<file path="src/hw/rtl/hpf_pkg.sv">
// Shared types and constants of the haptic PD force block.
// Used by every module of the block; depends on nothing.
package hpf_pkg;

  localparam int unsigned WindowDflt = 20;

  localparam logic [1:0] CmdTick  = 2'd0;
  localparam logic [1:0] CmdProxy = 2'd1;
  localparam logic [1:0] CmdRow   = 2'd2;

  localparam logic [1:0] CfgStiffness = 2'd0;
  localparam logic [1:0] CfgDamping   = 2'd1;
  localparam logic [1:0] CfgLimit     = 2'd2;

  typedef enum logic [1:0] {
    KindTick  = 2'd0,
    KindProxy = 2'd1,
    KindRow   = 2'd2
  } kind_e;

  typedef struct packed {
    logic [1:0]         command;
    logic [1:0]         row_select;
    logic signed [31:0] first_x;
    logic signed [31:0] first_y;
    logic signed [31:0] first_z;
    logic signed [31:0] vel_x;
    logic signed [31:0] vel_y;
    logic signed [31:0] vel_z;
  } in_item_t;

  typedef struct packed {
    logic signed [31:0] force_x;
    logic signed [31:0] force_y;
    logic signed [31:0] force_z;
    logic signed [31:0] mean_vel_x;
    logic signed [31:0] mean_vel_y;
    logic signed [31:0] mean_vel_z;
    logic               clamped;
  } out_item_t;

  typedef struct packed {
    logic [31:0] stiffness_gain;
    logic [31:0] damping_gain;
    logic [23:0] force_limit;
  } cfg_t;

  typedef struct packed {
    kind_e            kind;
    logic [1:0]       row;
    logic [2:0][31:0] first;
    logic [2:0][31:0] vel;
  } job_t;

endpackage

</file>
<file path="src/hw/rtl/hpf_front.sv">
// Front end: accepts input beats, classifies them and queues the useful ones.
// Depends on hpf_pkg.
module hpf_front (
  input  logic              clk_i,
  input  logic              rst_ni,
  input  logic              push_i,
  output logic              full_o,
  input  hpf_pkg::in_item_t in_i,
  output logic              job_valid_o,
  input  logic              job_ready_i,
  output hpf_pkg::job_t     job_o
);

  hpf_pkg::job_t slot_q [2];
  logic          wr_q, rd_q;
  logic [1:0]    cnt_q;
  hpf_pkg::job_t job;
  logic          keep;
  logic          do_push, do_pop;

  // Classify; drop unused commands and writes to a row that does not exist.
  always_comb begin
    job.row   = in_i.row_select;
    job.first = {in_i.first_z, in_i.first_y, in_i.first_x};
    job.vel   = {in_i.vel_z, in_i.vel_y, in_i.vel_x};
    job.kind  = hpf_pkg::KindTick;
    keep      = 1'b1;
    unique case (in_i.command)
      hpf_pkg::CmdTick:  job.kind = hpf_pkg::KindTick;
      hpf_pkg::CmdProxy: job.kind = hpf_pkg::KindProxy;
      hpf_pkg::CmdRow: begin
        job.kind = hpf_pkg::KindRow;
        keep     = (in_i.row_select != 2'd3);
      end
      default: keep = 1'b0;
    endcase
  end

  assign full_o      = (cnt_q == 2'd2);
  assign job_valid_o = (cnt_q != 2'd0);
  assign job_o       = slot_q[rd_q];
  assign do_push     = push_i && !full_o && keep;
  assign do_pop      = job_valid_o && job_ready_i;

  always_ff @(posedge clk_i or negedge rst_ni) begin
    if (!rst_ni) begin
      wr_q  <= 1'b0;
      rd_q  <= 1'b0;
      cnt_q <= 2'd0;
    end else begin
      if (do_push) wr_q <= ~wr_q;
      if (do_pop) rd_q <= ~rd_q;
      cnt_q <= cnt_q + 2'(do_push) - 2'(do_pop);
    end
  end

  always_ff @(posedge clk_i) begin
    if (do_push) slot_q[wr_q] <= job;
  end

endmodule

</file>
<file path="config.mk">
export PLATFORM = sky130hd
export DESIGN_NAME = hpf_front
export DESIGN_NICKNAME = d
export VERILOG_FILES = /design/src/hw/rtl/hpf_pkg.sv /design/src/hw/rtl/hpf_front.sv
export SDC_FILE = /design/constraint.sdc
export NUM_CORES = 1
export LEC_CHECK = 0
export BUFFER_PORTS_ARGS = -buffer_cell sky130_fd_sc_hd__buf_2
export CAP_MARGIN = 40
export CORE_UTILIZATION = 30
export DETAILED_ROUTE_END_ITERATION = 10
export HOLD_SLACK_MARGIN = 0.08
export PLACE_DENSITY_LB_ADDON = 0.05
export SYNTH_ARGS = -nofsm -noshare
export SYNTH_HDL_FRONTEND = slang
export SYNTH_SLANG_ARGS = --single-unit
</file>
<file path="constraint.sdc">
create_clock -name clk_i -period 11.8 [get_ports clk_i]
set_clock_uncertainty 0.05 [all_clocks]
set_input_delay 0.59 -clock clk_i [delete_from_list [all_inputs] [get_ports clk_i]]
set_output_delay 0.59 -clock clk_i [all_outputs]
set_load 0.005 [all_outputs]
</file>
# ---- After elaboration in Yosys (flattened, before gate mapping)
# Memory sizes are Yosys's and may differ from the RTL's.
# Cells that the tools add are included.
dict set report op_classes {
  addsub 2
  eq_ne 4
  n_mux 4
  bitwise 2
  reduce_logical 7
}
# cell count
set ops {}
lappend ops {{2-bit equality test, second input constant} 2}
lappend ops {{2-bit case mux with 2 select lines} 1}
lappend ops {{1-bit logical AND} 3}
lappend ops {{2-bit by 1-bit adder with 2-bit output} 1}
lappend ops {{2-bit by 1-bit equality test with 1-bit output, second input constant} 1}
lappend ops {{2-bit zero test} 1}
lappend ops {{1-bit 2-to-1 mux} 2}
lappend ops {{2-bit != test, second input constant} 1}
lappend ops {{1-bit NOT} 2}
lappend ops {{1-bit case mux with 2 select lines} 1}
lappend ops {{2-bit nonzero test} 1}
lappend ops {{2-bit OR reduction} 1}
lappend ops {{2-bit by 1-bit subtractor with 2-bit output} 1}
lappend ops {{1-bit zero test} 1}
dict set report word_totals {
  ff_bits 4
  ram_bits 392
  inputBits 200
  out_inout_bits 198
  elab_cells 23
  n_memories 1
}
# memory depth width read_ports rd_ports_with_merged_regs write_ports line_no
set mem_list {}
lappend mem_list {slot_q 2 196 1 0 1 hpf_front.sv:14} ;# hpf_pkg::job_t slot_q [2];

# ---- Longest topological paths before layout
dict set report depth {
  depth_word 6
  mapped_depth 7
  mapped_depth_nobuf 7
}

# ---- Worst setup path after synthesis
# Ideal clock, no wire load.
dict set report synth_path {
  kind {input-to-reg}
  startpoint {in in_i[192] (netlist bit)}
  endpoint {mem slot_q[0][0] (netlist bit) (enable)}
  setup_ns 0.756
  t_arrival_ns 9.107
  required_time_ns 10.994
  slack_ns 1.887
  stages 3
  n_path_buf 0
  path_cell_list {a21oi_1 o221ai_1 nor2_1}
}
dict set report synth_between {
  elab_chain_cells 5
}
# item line_no
set synth_lines {}
lappend synth_lines {{from (decl)} hpf_front.sv:8} ;# input hpf_pkg::in_item_t in_i,
lappend synth_lines {{2-bit != test} hpf_front.sv:33} ;# keep = (in_i.row_select != 2'd3);
lappend synth_lines {{1-bit case mux with 2 select lines} hpf_front.sv:28} ;# unique case (in_i.command)
lappend synth_lines {{1-bit logical AND} hpf_front.sv:42} ;# assign do_push = push_i && !full_o && keep;
lappend synth_lines {{1-bit 2-to-1 mux} hpf_front.sv:58} ;# if (do_push) slot_q[wr_q] <= job;
lappend synth_lines {{1-bit 2-to-1 mux (not written as such)} hpf_front.sv:58}
lappend synth_lines {{to (decl)} hpf_front.sv:14}
# No other way between the ends.

==> metrics.md <==
| Metric | Value |
|---|---|
| Drt pass-1 iters | 4 |
| Final Slew Violations | 0 |
| Final hold viol count | 0 |
| Reg2Reg Setup Slack | 8.93 ns |
| Resized Gates After CTS | 0 |
| Core box area | 0.0490 mm² |
| Least-Margin Pin Slew | 0.824 ns |
| Cts-stage hold buffer count | 1 |
| Mean Syn Cell Area | 23.5 µm² |
| Hold WC Path Type | input pin to flip-flop |
| Clock Latency Late Sink | 0.56 ns |
| Max Cap Viol | 0 |
| Achievable frequency | 255 MHz |
| Final ANT Viol Nets | 0 |
| Syn Nets | 835 |
| Largest net degree at the start of global routing | 57 |
| Worst R2R Path Depth | 8 |
| Layout net count | 1,277 |
| I/O pin cnt | 398 |
| Critical path class | flip-flop to output port |
| Slew Limit Headroom | 45.0% |
| M1 WL | 13,200 µm |
| Initial drt markers | 263 |
| Cts bufs inserted | 46 |
| Area grow syn2layout | 28.8% |
| Synthesized area | 0.0149 mm² |
| Outcome | finished clean |
| Initial antenna violation count | 18 |
| Vias/cell | 4.16 |
| Drt wl/cell | 19.5 µm |
| Post-Route WL | 34,600 µm |
| Row count | 81 |
| Setup WS pre-CTS | 8.35 ns |
| Flop pwr share | 42.3% |
| GPL Wtd Cong | 0.697 |
| Final Power | 4.46 mW |
| Leak Pwr | 7.42 nW |
| Reg2reg end | slot_q[0][175] |
| Hold_sp | in_i[22] |
| Hpwl dp | 23,400 µm |
| Psw | 1.21 mW |
| Startpoint types | flip-flop |
| Part of the Yosys area used for sequential elements | 79.7% |
| Htree depth | 2 |
| Smallest hold slack | 0.166 ns |
| Setup TNS | 0 ns |
| Hold endpoint | slot_q[1][86] |
| Die Y-Extent | 225 µm |
| Critical path fanouts, max | 39 |
| Sink Count | 396 |
| Element type at the critical path end | output port |
| Syn Inst Count | 633 |
| Starting Density | 30.4% |
| TritonCTS clock tree | done |
| Crit path required time | 11.16 ns |
| Vias in the first global route | 7,656 |
| Final Util | 39.2% |
| Clock power frac | 29.0% |
| Logic gate share of total power | 28.8% |
| Yosys warning total | 0 |
| Cell internal pwr | 3.25 mW |
| WL met2 | 16,700 µm |
| Global-route wire length before repair | 49,500 µm |
| GRT Overall Usage | 13.4% |
| Setup violations, final | 0 |
| I/O Buffers | 397 |
| Switching power share of the total | 27.1% |
| FF+latch count, synth | 396 |
| Unrepaired setup endpoints after global routing | false |
| Peak supply drop | 0.000113 V |
| Fin crit period | 3.92 ns |
| PD cells | 232 mW/mm² |
| Fin crit share | 33.2% |
| Yosys cell types | 16 |
| DR top layer | met5 |
| Drt drc | 0 |
| DIE AREA | 0.0506 mm² |
| CTS clk-pin slew, worst paths | 0.06 ns |
| Hold path cells | 1 |
| Vias post-DR | 7,388 |
| RR Startpoint | cnt_q[1] |
| Worst EP arrival | 3.28 ns |
| DIE WIDTH | 225 µm |
| Fin worst setup slack | 7.88 ns |
| Met3 WL | 3730 µm |
| Layout cells sized above 1 | 60.6% |
| Clk buf depth | 3 |
| Root Driver | clkbuf_16 |
| GR Overflow Total | 0 |
| Postcts setup bufs | 0 |
[cells in the mapped netlist (all sizes together)]
master,instances,area share [%]
nor2,4,0.10
inv,4,0.10
buf,22,1.4
xnor2,3,0.18
xor2,1,0.059
nor2b,1,0.042
o221ai,1,0.059
ha,2,0.17
mux2,196,18
edfxtp,392,79
a21oi,1,0.034
and2,1,0.042
or2,1,0.042
dfrtp,4,0.67
[logic make-up (layout without fill, tap and decap cells)]
group                    count (synthesis)  count (layout)  share of synthesized area (%)
XOR/XNOR                                 4               4                          0.235
other                                    0               3                              0
AO/OA/AOI/OAI                            2               2                         0.0924
multiplexers                           196             196                           18.1
AND/OR/NAND/NOR                          7               7                          0.227
flip-flops                             396             396                           79.7
buffers and inverters                   26             502                           1.51
adder cells (fa/ha/maj)                  2               2                          0.168
[layer usage]
layer | track usage (%) | up-vias
met4 | 4.96 | 30
li1 | - | 3414
met2 | 21.8 | 238
met1 | 15.1 | 3623
met3 | 6.69 | 83
met5 | 0 | -
[stage by stage]
step | std cells | cell area, µm²
2_1_floorplan | 633 | 14900
3_3_place_gp | 1681 | 17600
3_5_place_dp | 1690 | 17800
4_1_cts | 1773 | 19200
5_1_grt | 1774 | 19200
6_report | 1776 | 19200
[worst max path at each step]
stage | start | endpoint | slack [ns]
2_1_floorplan | in_i[192] | slot_q[0][0] | 1.89
3_3_place_gp | in_i[192] | slot_q[0][175] | 7.54
3_5_place_dp | rd_q | job_o[103] | 8.35
4_1_cts | rd_q | job_o[103] | 7.72
5_1_grt | rd_q | job_o[103] | 7.67
6_report | rd_q | job_o[103] | 7.88
[power groups by stage]
stage,logic [mW],clock network [mW],registers (mW)
2_1_floorplan,0.806,0,1.97
3_3_place_gp,1.26,0,1.95
3_5_place_dp,1.33,0,1.92
4_1_cts,1.33,1.35,1.89
5_1_grt,1.39,1.40,1.91
6_report,1.28,1.29,1.89
[critical path, stage by stage (launching register included)]
cell	delay [ns]
dfrtp_4	0.67
buf_4	0.66
buf_4	0.55
buf_16	0.29
mux2_4	0.33
buf_2	0.14
[registers in the layout, summed over array words and instances, names as in the netlist]
register	flops
cnt_q	2
rd_q	1
slot_q	392
wr_q	1
[cells in the final DEF, fill, tap and decap left out]
| master | count |
|---|---|
| clkinv_1 | 10 |
| and2_1 | 1 |
| nor2b_1 | 1 |
| dlygate4sd3_1 | 1 |
| dfrtp_4 | 1 |
| clkbuf_8 | 1 |
| buf_2 | 397 |
| buf_12 | 4 |
| dfrtp_1 | 3 |
| inv_1 | 4 |
| nor2_1 | 2 |
| mux2_4 | 130 |
| clkinv_2 | 7 |
| buf_16 | 5 |
| nor2_4 | 2 |
| ha_1 | 2 |
| buf_4 | 9 |
| clkbuf_16 | 49 |
| or2_2 | 1 |
| clkbuf_1 | 15 |
| xor2_1 | 1 |
| edfxtp_1 | 392 |
| diode_2 | 3 |
| xnor2_1 | 3 |
| a21oi_1 | 1 |
| mux2_2 | 66 |
| o221ai_1 | 1 |
[final cells by class]
class | instances | area [µm²]
fill | 4598 | 29800
sequential | 396 | 11900
multi-input combinational | 211 | 2820
timing repair buffer | 416 | 2280
clock buffer | 65 | 1300
tap | 664 | 831
clock inverter | 17 | 72.6
inverter | 4 | 15.0
antenna | 3 | 7.51
Power figures use the tool's default switching activity.
